===== src/rtl/sxpk_pkg.sv =====
// shared constants and types for the sysex event packetizer
package sxpk_pkg;

  localparam int unsigned DataW  = 8;
  localparam int unsigned CableW = 4;
  localparam int unsigned CountW = 16;
  localparam int unsigned PktW   = 32;
  localparam int unsigned AddrW  = 3;

  // code index nibbles of the event header
  localparam logic [3:0] CODE_CONTINUE  = 4'h4;
  localparam logic [3:0] CODE_END_ONE   = 4'h5;
  localparam logic [3:0] CODE_END_TWO   = 4'h6;
  localparam logic [3:0] CODE_END_THREE = 4'h7;

  localparam logic [CountW-1:0] MAX_BYTES_RESET = 16'd1024;
  localparam logic [CountW-1:0] COUNT_SAT       = 16'hFFFF;

  // register index of max_message_bytes
  localparam logic REG_MAX_BYTES = 1'b0;

  typedef enum logic [1:0] {
    OUTCOME_OK        = 2'd0,
    OUTCOME_TOO_SHORT = 2'd1,
    OUTCOME_TOO_LONG  = 2'd2
  } outcome_t;

endpackage


===== src/rtl/sysex_event_packetizer_unit.sv =====
// sysex event packetizer: groups message bytes into four-byte event packets
// The block takes one message byte per cycle on the s_axis side, with tlast
// on the final byte of a message and the cable number in tuser, and gives at
// most one event packet per byte on the m_axis side. The grouping state
// (two pending bytes, a pending count, a saturating byte counter, the
// latched cable and a drop flag) is updated by short logic between the
// input handshake and a single output register, so a byte is accepted in
// every cycle while the output register is empty or being taken. A packet
// is registered and appears in the cycle after the byte that completes it.
// Full groups of three that are not final go out with code 4; the final
// group of one, two or three bytes gets code 5, 6 or 7 with zeros in unused
// bytes. tuser on the output gives the outcome: 0 packet, 1 message of a
// single byte, 2 message longer than max_message_bytes (register at byte
// address 0, reset 1024), in which case the excess bytes and pending bytes
// are dropped and only the final byte gives a result with an empty packet.
// Packets sent before a message turns out too long are not recalled.
module sysex_event_packetizer_unit (
  input  logic                       clk,
  input  logic                       rst,
  // configuration port
  input  logic                       psel,
  input  logic                       penable,
  input  logic                       pwrite,
  input  logic [sxpk_pkg::AddrW-1:0] paddr,
  input  logic [31:0]                pwdata,
  output logic [31:0]                prdata,
  output logic                       pready,
  // byte stream in
  input  logic                       s_axis_tvalid,
  output logic                       s_axis_tready,
  input  logic [7:0]                 s_axis_tdata,  // [7:0] data_byte
  input  logic                       s_axis_tlast,  // final_byte
  input  logic [3:0]                 s_axis_tuser,  // [3:0] cable_number
  // event packets out
  output logic                       m_axis_tvalid,
  input  logic                       m_axis_tready,
  // [7:0] packet_header, [15:8] payload_first, [23:16] payload_second,
  // [31:24] payload_third
  output logic [31:0]                m_axis_tdata,
  output logic                       m_axis_tlast,  // message_end
  output logic [1:0]                 m_axis_tuser   // [1:0] outcome
);
  import sxpk_pkg::*;

  logic [CountW-1:0] max_message_bytes;

  logic [DataW-1:0]  pending_bytes [2];
  logic [DataW-1:0]  pending_bytes_next [2];
  logic [1:0]        pending_count, pending_count_next;
  logic [CountW-1:0] bytes_seen, bytes_seen_next;
  logic [CableW-1:0] message_cable, message_cable_next;
  logic              dropping_rest, dropping_rest_next;

  logic              in_xfer;
  logic              cfg_write;
  logic              first, over;
  logic [CableW-1:0] cable_eff;
  logic              res_valid;
  logic [PktW-1:0]   res_data;
  outcome_t          res_outcome;

  assign pready    = 1'b1;
  assign cfg_write = psel && penable && pwrite && pready;
  assign prdata    = (paddr[2] == REG_MAX_BYTES) ? {16'd0, max_message_bytes} : 32'd0;

  assign s_axis_tready = !m_axis_tvalid || m_axis_tready;
  assign in_xfer       = s_axis_tvalid && s_axis_tready;

  assign first     = (bytes_seen == '0);
  assign over      = (bytes_seen >= max_message_bytes);
  assign cable_eff = first ? s_axis_tuser : message_cable;

  always_comb begin
    pending_bytes_next = pending_bytes;
    pending_count_next = pending_count;
    bytes_seen_next    = bytes_seen;
    message_cable_next = message_cable;
    dropping_rest_next = dropping_rest;
    res_valid          = 1'b0;
    res_data           = '0;
    res_outcome        = OUTCOME_OK;
    if (in_xfer) begin
      message_cable_next = cable_eff;
      if (bytes_seen != COUNT_SAT) begin
        bytes_seen_next = bytes_seen + 16'd1;
      end
      if (s_axis_tlast && first) begin
        res_valid   = 1'b1;
        res_outcome = OUTCOME_TOO_SHORT;
      end else if (dropping_rest || over) begin
        dropping_rest_next    = 1'b1;
        pending_bytes_next[0] = '0;
        pending_bytes_next[1] = '0;
        pending_count_next    = 2'd0;
        if (s_axis_tlast) begin
          res_valid   = 1'b1;
          res_outcome = OUTCOME_TOO_LONG;
        end
      end else if (s_axis_tlast) begin
        res_valid = 1'b1;
        case (pending_count)
          2'd0:    res_data = {8'd0, 8'd0, s_axis_tdata, cable_eff, CODE_END_ONE};
          2'd1:    res_data = {8'd0, s_axis_tdata, pending_bytes[0],
                               cable_eff, CODE_END_TWO};
          default: res_data = {s_axis_tdata, pending_bytes[1], pending_bytes[0],
                               cable_eff, CODE_END_THREE};
        endcase
      end else if (pending_count == 2'd2) begin
        res_valid = 1'b1;
        res_data  = {s_axis_tdata, pending_bytes[1], pending_bytes[0],
                     cable_eff, CODE_CONTINUE};
        pending_bytes_next[0] = '0;
        pending_bytes_next[1] = '0;
        pending_count_next    = 2'd0;
      end else begin
        pending_bytes_next[pending_count[0]] = s_axis_tdata;
        pending_count_next = pending_count + 2'd1;
      end
      // any final byte closes the message
      if (s_axis_tlast) begin
        pending_bytes_next[0] = '0;
        pending_bytes_next[1] = '0;
        pending_count_next    = 2'd0;
        bytes_seen_next       = '0;
        message_cable_next    = '0;
        dropping_rest_next    = 1'b0;
      end
    end
  end

  always_ff @(posedge clk) begin
    if (rst) begin
      max_message_bytes <= MAX_BYTES_RESET;
      pending_bytes[0]  <= '0;
      pending_bytes[1]  <= '0;
      pending_count     <= 2'd0;
      bytes_seen        <= '0;
      message_cable     <= '0;
      dropping_rest     <= 1'b0;
      m_axis_tvalid     <= 1'b0;
    end else begin
      if (cfg_write && paddr[2] == REG_MAX_BYTES) begin
        max_message_bytes <= pwdata[CountW-1:0];
      end
      pending_bytes <= pending_bytes_next;
      pending_count <= pending_count_next;
      bytes_seen    <= bytes_seen_next;
      message_cable <= message_cable_next;
      dropping_rest <= dropping_rest_next;
      if (s_axis_tready) begin
        m_axis_tvalid <= res_valid;
      end
    end
  end

  // result payload, loaded when the output register is free and a result is ready
  always_ff @(posedge clk) begin
    if (s_axis_tready && res_valid) begin
      m_axis_tdata <= res_data;
      m_axis_tlast <= s_axis_tlast;
      m_axis_tuser <= res_outcome;
    end
  end

`ifndef SYNTHESIS
  a_count_range: assert property (@(posedge clk) disable iff (rst)
    pending_count != 2'd3)
    else $error("pending count out of range");

  a_drop_empty: assert property (@(posedge clk) disable iff (rst)
    dropping_rest |-> (pending_count == 2'd0))
    else $error("pending bytes kept while dropping");

  a_final_clears: assert property (@(posedge clk) disable iff (rst)
    (in_xfer && s_axis_tlast) |=> (bytes_seen == '0 && !dropping_rest))
    else $error("message state not cleared after final byte");

  a_bad_empty: assert property (@(posedge clk) disable iff (rst)
    (m_axis_tvalid && m_axis_tuser != OUTCOME_OK) |-> (m_axis_tlast && m_axis_tdata == '0))
    else $error("error result carries packet data");

  a_continue_code: assert property (@(posedge clk) disable iff (rst)
    (m_axis_tvalid && !m_axis_tlast) |-> (m_axis_tdata[3:0] == CODE_CONTINUE))
    else $error("non-final packet without continue code");
`endif

endmodule

===== config.mk =====
export PLATFORM = sky130hd
export DESIGN_NAME = sysex_event_packetizer_unit
export DESIGN_NICKNAME = d
export VERILOG_FILES = /design/src/rtl/sxpk_pkg.sv /design/src/rtl/sysex_event_packetizer_unit.sv
export SDC_FILE = /design/constraint.sdc
export NUM_CORES = 1
export LEC_CHECK = 0
export BUFFER_PORTS_ARGS = -buffer_cell sky130_fd_sc_hd__buf_2
export CORE_ASPECT_RATIO = 0.6
export CORE_MARGIN = 3
export CORE_UTILIZATION = 47
export DETAILED_ROUTE_END_ITERATION = 10
export PLACE_DENSITY_LB_ADDON = 0.2
export SYNTH_ARGS = -nofsm -noshare
export SYNTH_HDL_FRONTEND = slang
export SYNTH_SLANG_ARGS = --single-unit

===== constraint.sdc =====
create_clock -name clk -period 5 [get_ports clk]
set_clock_uncertainty 0.15 [all_clocks]
set_input_delay 0 -clock clk [delete_from_list [all_inputs] [get_ports clk]]
set_output_delay 0 -clock clk [all_outputs]
set_load 0.02 [all_outputs]

==> metrics.cfg, run 1 <==
[outcome]
run_status=completed

[setup_path]
reg2reg_slack_ps=1710
cp.arrival_ps=3090
r2r_start=bytes_seen[11]
path_class=register to register
startpoint_type=register
r2r_end=m_axis_tdata[6]
crit_required_ps=4800
crit_path_end_kind=register
startpoint=bytes_seen[11]
r2r_cells=6
cp_max_fo=34

[hold_path]
min_path_cells=2
hp-class=input pin to register
worstHoldStart=rst
holdPathEnd=message_cable[0]

[global_routing]
grt_max_degree=35
antenna_found_initial=0
grtUsageMet1=0.332
use_met2=0.301
busiest_layer=met1
grt_pass1_wl_um=18400
grt.total_usage=0.217
use_met3=0.0582
globalRoute.totalOverflow=0
grt_pass1_vias=3553

[sta]
fmax_ghz=0.304
worst_slew_pin_slew_ps=1090
post-route-min-period_ps=3290
setup_viol=0
final-hold-violation-count=0
setup_tns_ps=0
relSlewSlack=0.273
rsz0062_at_grt=no
final_max_slew_viol_count=0
finalCritPeriodShare=0.658

[cts]
cts_resized=0
cts_made_buffers=9
path_clk_slew_ps=60
cts_sinks=90
clockBufferDepth=2
clock-root-buffer=clkbuf_16
clk_latency_ps=340
ctsHtreeMaxLevel=3
cts_tree=built

[placement]
io_buffers=88
gp_congestion=0.932
dp_hpwl_um=8030
place_area_um2=4850

[floorplan]
rows=26
design.core.area_um2=8850
io_pins=125
die_area_um2=10700
chipHeight_um=81.3
start_util=0.502
die_w_um=131

[final_layout]
fin_nets=661
diodes=0
drive_gt1_frac=0.194
syn_to_final_growth_pct=24.7
fin_area_um2=5530

[yosys]
yosys_register_bits=90
ys_top_cells_by_area=dfxtp_1 (25%), edfxtp_1 (23%), nor2_1 (5.8%), ha_1 (5.1%), nand2_1 (4.7%)
syn_inst=478
synth-edff-count=34
syn_area_um2=4440
syn_area_per_cell_um2=9.28
async_reset_ff_frac=0
yosysTopAreaCell=dfxtp_1
ys_seq_area_frac=0.483
synth_top_area_frac=0.253
yosysWarningCount=0
synth_cell_types=49
synthFlopType=dfxtp_1

[route]
antenna_left=0
via_count=3962
via_per_inst=5.51
drt-pass1-iter-count=5
route.detailed.wl_per_inst_um=16.1
drtIter0Drc=320
wl_um=11500
route.detailed.drc=0

[power]
finalPower_mw=1.65
powerDensity_nw_per_um2=298
p_leak_nw=2.21
vdd_drop_max_uv=177

[job]
maxCapViolations=0

final cells by class:
cell class	instances	area (µm²)
fillers	757	3310
flip-flops and latches	90	2140
multi-input cells	338	2020
repair buffers	127	831
clock buffers	10	229
well taps	126	158
inverters	22	82.6
clock inverters	6	67.6
Yosys cell counts (3+ instances only):
cell	number
nor3_1	15
xnor2_1	9
and3_1	3
inv_1	22
a22o_1	16
buf_6	3
a211oi_1	5
edfxtp_1	34
a31oi_1	9
mux2i_1	4
nand2_1	55
dfxtp_1	56
ha_1	18
nand4_1	8
nand2b_1	4
or3_1	7
o21ai_0	8
or4_1	3
nand3_1	7
clkbuf_1	19
nor2_1	68
and4_1	3
buf_4	19
nor4_1	6
a21oi_1	26
a22oi_1	20
power breakdown:
part           total (mW)  internal, mW  switching (mW)
clock               0.672         0.388           0.284
combinational       0.184        0.0653           0.118
sequential          0.796         0.783          0.0133
total                1.65          1.24           0.416
metal layers:
metal  share of wire  vias up
li1                -     1893
met1            0.49     1843
met2            0.41      211
met3           0.092       15
met4           0.012        0
met5               0        -
state kept, by name (all words and copies together) (netlist names):
name               count
bytes_seen            16
dropping_rest          1
m_axis_tdata          31
m_axis_tlast           1
m_axis_tuser           2
m_axis_tvalid          1
max_message_bytes     16
message_cable          4
pending_bytes         16
pending_count          2
how the worst max path moves through the flow:
stage                  endpoint  slack (ps)  cells after the start
2_1_floorplan   m_axis_tdata[0]         340                      7
3_3_place_gp    m_axis_tdata[5]        1740                      6
3_5_place_dp   m_axis_tdata[26]        1710                      6
4_1_cts        m_axis_tdata[20]        1710                      6
5_1_grt        m_axis_tdata[25]        1490                      6
6_report        m_axis_tdata[6]        1710                      6
metrics by stage:
| stage | util | worst slack [ps] | hold WS (ps) | cells |
|---|---|---|---|---|
| 6_report | 0.625 | 1710 | 7.48 | 719 |
| 5_1_grt | 0.625 | 1490 | 30.8 | 719 |
| 4_1_cts | 0.625 | 1710 | 1.07 | 719 |
| 3_5_place_dp | 0.548 | 1710 | 89.8 | 664 |
| 3_3_place_gp | 0.548 | 1740 | 92.8 | 664 |
| 2_1_floorplan | - | 343 | -51.1 | 494 |
cell usage in the layout, fill, tap and decap left out, types with 4 or more instances in the layout:
master and n:
buf_2 88, nor2_1 68, dfxtp_1 56, nand2_1 55, dlygate4sd3_1 39, edfxtp_1 34, a21oi_1 26, inv_1 22
a22oi_1 20, ha_1 18, conb_1 18, a22o_1 16, nor3_1 15, a31oi_1 9, xnor2_1 9, clkbuf_16 9
nand4_1 8, nand3_1 7, o21ai_0 7, or3_1 7, nor4_1 6, a211oi_1 5, nand2b_1 4, mux2i_1 4
repair_timing:
action	in CTS	in global routing
hold buffers	39	0
buffers inserted	0	0
endpoints found under the hold margin	57	0
cells by family (layout without fill, tap and decap cells):
| kind of cell | Yosys count | in the layout | share of synthesized area |
|---|---|---|---|
| compound gates | 98 | 98 | 0.159 |
| xor+xnor | 9 | 9 | 0.0178 |
| fa+ha+maj | 18 | 18 | 0.0507 |
| buf+inv | 66 | 165 | 0.0772 |
| flops | 90 | 90 | 0.483 |
| mux | 4 | 4 | 0.00902 |
| other cells | 2 | 18 | 0.00169 |
| simple gates | 191 | 191 | 0.202 |
critical path, cell delays in order (launching register included):
cell and delay [ps]:
dfxtp_1 470, ha_1 310, a21oi_1 150, o21a_1 130, a21oi_1 240, or3_1 540
o21ai_4 880
Power figures use the tool's default switching activity.
==> run 2, diff against run 1 <==
--- a/config.mk
+++ b/config.mk
@@ -5,10 +5,11 @@
 export SDC_FILE = /design/constraint.sdc
 export NUM_CORES = 1
 export LEC_CHECK = 0
+export ABC_AREA = 1
 export BUFFER_PORTS_ARGS = -buffer_cell sky130_fd_sc_hd__buf_2
 export CORE_ASPECT_RATIO = 0.6
 export CORE_MARGIN = 3
-export CORE_UTILIZATION = 47
+export CORE_UTILIZATION = 48
 export DETAILED_ROUTE_END_ITERATION = 10
 export PLACE_DENSITY_LB_ADDON = 0.2
 export SYNTH_ARGS = -nofsm -noshare
==> constraint.sdc (replaced) <==
create_clock -name clk -period 3 [get_ports clk]
set_clock_uncertainty 0.15 [all_clocks]
set_input_delay 0 -clock clk [delete_from_list [all_inputs] [get_ports clk]]
set_output_delay 0 -clock clk [all_outputs]
set_load 0.02 [all_outputs]
==> metrics.cfg, run 2 <==
[floorplan]
chipHeight_um=83.7
io_pins=125
die_w_um=135
rows=27
start_util=0.510
die_area_um2=11300
design.core.area_um2=9460

[final_layout]
drive_gt1_frac=0.188
largest_register=m_axis_tdata
fillers=817
final_cell_mix=nand2_1 (106), nor2_1 (105), buf_2 (88)
diodes=0
largest_reg_flops=31
mostFrequentLayoutCell=nand2_1
layout.cells.non_filler=886
fin_nets=824
syn_to_final_growth_pct=24.6

[global_routing]
grt.total_usage=0.231
globalRoute.totalOverflow=0
grt_max_degree=36
antenna_found_initial=0
grt_pass1_vias=4168
grt_pass1_wl_um=20800

[yosys]
syn_area_per_cell_um2=7.63
ys_top_cells_by_area=dfxtp_1 (23%), edfxtp_1 (21%), nand2_1 (8.2%), nor2_1 (8.2%), a21oi_1 (5.9%)
yosysWarningCount=0
syn_area_um2=4820
async_reset_ff_frac=0
syn_inst=632
post-synth-top-count-cell=nand2_1
yosysTopAreaCell=dfxtp_1
yosys_register_bits=90
synth_cell_types=39
synthFlopType=dfxtp_1
synth_top_area_frac=0.232
synth_common_cells=nand2_1 (106), nor2_1 (105), inv_1 (65)
synth-edff-count=34
ys_seq_area_frac=0.444

[setup_path]
reg2reg_slack_ps=520
path_class=register to register
r2r_start=bytes_seen[0]
r2r_end=pending_count[1]
startpoint_type=register
crit_buf_inv=3
crit_top_cell=nand2_1
cpPeakStageDelay_ps=550
cp_slowest_cell=dlygate4sd3_1
cp_cell_sequence=inv_1 > ha_1 > nand2_1 > nor2_1 > nor2_1 > nand2_1 > nand2_1 > nand2_1 > nand2_1 > nand2_1 > inv_1 > nand3_1 > a21oi_1 > dlygate4sd3_1
crit_path_end_kind=register
r2r_cells=14
cp_max_fo=5
crit_required_ps=3140
path_delay_family=buffers and inverters
cp.arrival_ps=2620

[sta]
post-route-min-period_ps=2480
relSlewSlack=0.482
worst_slew_pin_slew_ps=774
setup_viol=0
rsz0062_at_grt=no
final-hold-violation-count=0
final_max_slew_viol_count=0
finalCritPeriodShare=0.828
fmax_ghz=0.403
setup_tns_ps=0

[route]
route.detailed.wl_per_inst_um=14.6
antenna_left=0
route.detailed.drc=0
via_count=4637
drtIter0Drc=405
drt-pass1-iter-count=5
wl_um=12900
via_per_inst=5.23

[power]
p_leak_nw=2.66
powerDensity_nw_per_um2=510
vdd_drop_max_uv=310

[cts]
clockBufferDepth=2
clk_latency_ps=350
cts_resized=0
ctsHtreeMaxLevel=3
cts_tree=built
path_clk_slew_ps=60
postCtsHoldBufs=35
cts_made_buffers=9
cts_setup_buffers=0
cts_sinks=90
clock-root-buffer=clkbuf_16

[hold_path]
hp-class=input pin to register
worstHoldStart=pwdata[14]
min_path_cells=4
holdPathEnd=max_message_bytes[14]

[placement]
gp_congestion=0.914
dp_hpwl_um=9090
io_buffers=88
place_inst=835

[job]
maxCapViolations=0

[outcome]
run_status=completed

[run 2: cell types whose count changed after synthesis, moves of 6 or more]
| cell | change |
|---|---|
| nand4_1 | +6 |
| buf_2 | +10 |
| clkbuf_1 | -7 |
| o21ai_0 | +17 |
| a21oi_1 | +31 |
| nor2_1 | +37 |
| or3_1 | -6 |
| a22o_1 | -16 |
| a22oi_1 | -20 |
| nand3_1 | +31 |
| nand2_1 | +51 |
| inv_1 | +43 |
| xnor2_1 | -9 |
[run 2: through the flow]
stage	total power, mW	hold slack [ps]	instance area (µm²)	worst slack (ps)	util
CTS	3.08	299	6010	532	0.636
finish	3.07	314	6010	517	0.636
detailed placement	1.76	103	5320	574	0.562
global placement	1.75	75.6	5320	647	0.562
floorplan	1.66	-51.1	4880	370	-
global route	3.19	341	6010	283	0.636
[run 2: worst register-to-register path: stages, from the launching register on]
cell and delay, ps:
dfxtp_1 390, inv_1 110, ha_1 290, nand2_1 60
nor2_1 40, nor2_1 90, nand2_1 70, nand2_1 60
nand2_1 50, nand2_1 80, nand2_1 100, inv_1 150
nand3_1 90, a21oi_1 150, dlygate4sd3_1 550
[run 2: cell type report]
cell class,count,area [µm²],area share
Multi-Input combinational cell,442,2210,0.367
Tap cell,130,163,0.0271
Clock inverter,7,116,0.0194
Sequential cell,90,2140,0.356
Clock buffer,9,225,0.0375
Inverter,72,270,0.0450
Timing Repair Buffer,136,888,0.148
[run 2: routing by layer]
metal  global-route usage  part of all wire  vias up
met5                    0                 0        -
met4               0.0595             0.014        0
met3               0.0542             0.083       19
met2                0.332              0.42      225
met1                0.346              0.48     2123
li1                     -                 -     2270
[run 2: power breakdown]
| group | switching [mW] | internal, mW |
|---|---|---|
| Sequential | 0.0247 | 1.32 |
| Clock | 0.480 | 0.814 |
| Combinational | 0.280 | 0.148 |
| Total | 0.785 | 2.28 |
[run 2: logic make-up after synthesis]
kind of cell,after synthesis,synth area share
buf+inv,116,0.111
compound gates,97,0.107
other cells,2,0.00156
flops,90,0.444
xor+xnor,3,0.00545
simple gates,306,0.284
fa+ha+maj,18,0.0467
[run 2: worst max-delay path by stage]
stage	to	cells past startpoint	start	slack, ps
after floorplan	m_axis_tdata[0]	10	bytes_seen[13]	370
after global placement	m_axis_tdata[21]	14	bytes_seen[0]	650
after detailed placement	m_axis_tdata[21]	14	bytes_seen[0]	570
after CTS	pending_count[1]	14	bytes_seen[0]	530
after global routing	pending_bytes[5]	15	bytes_seen[0]	280
final	pending_count[1]	14	bytes_seen[0]	520
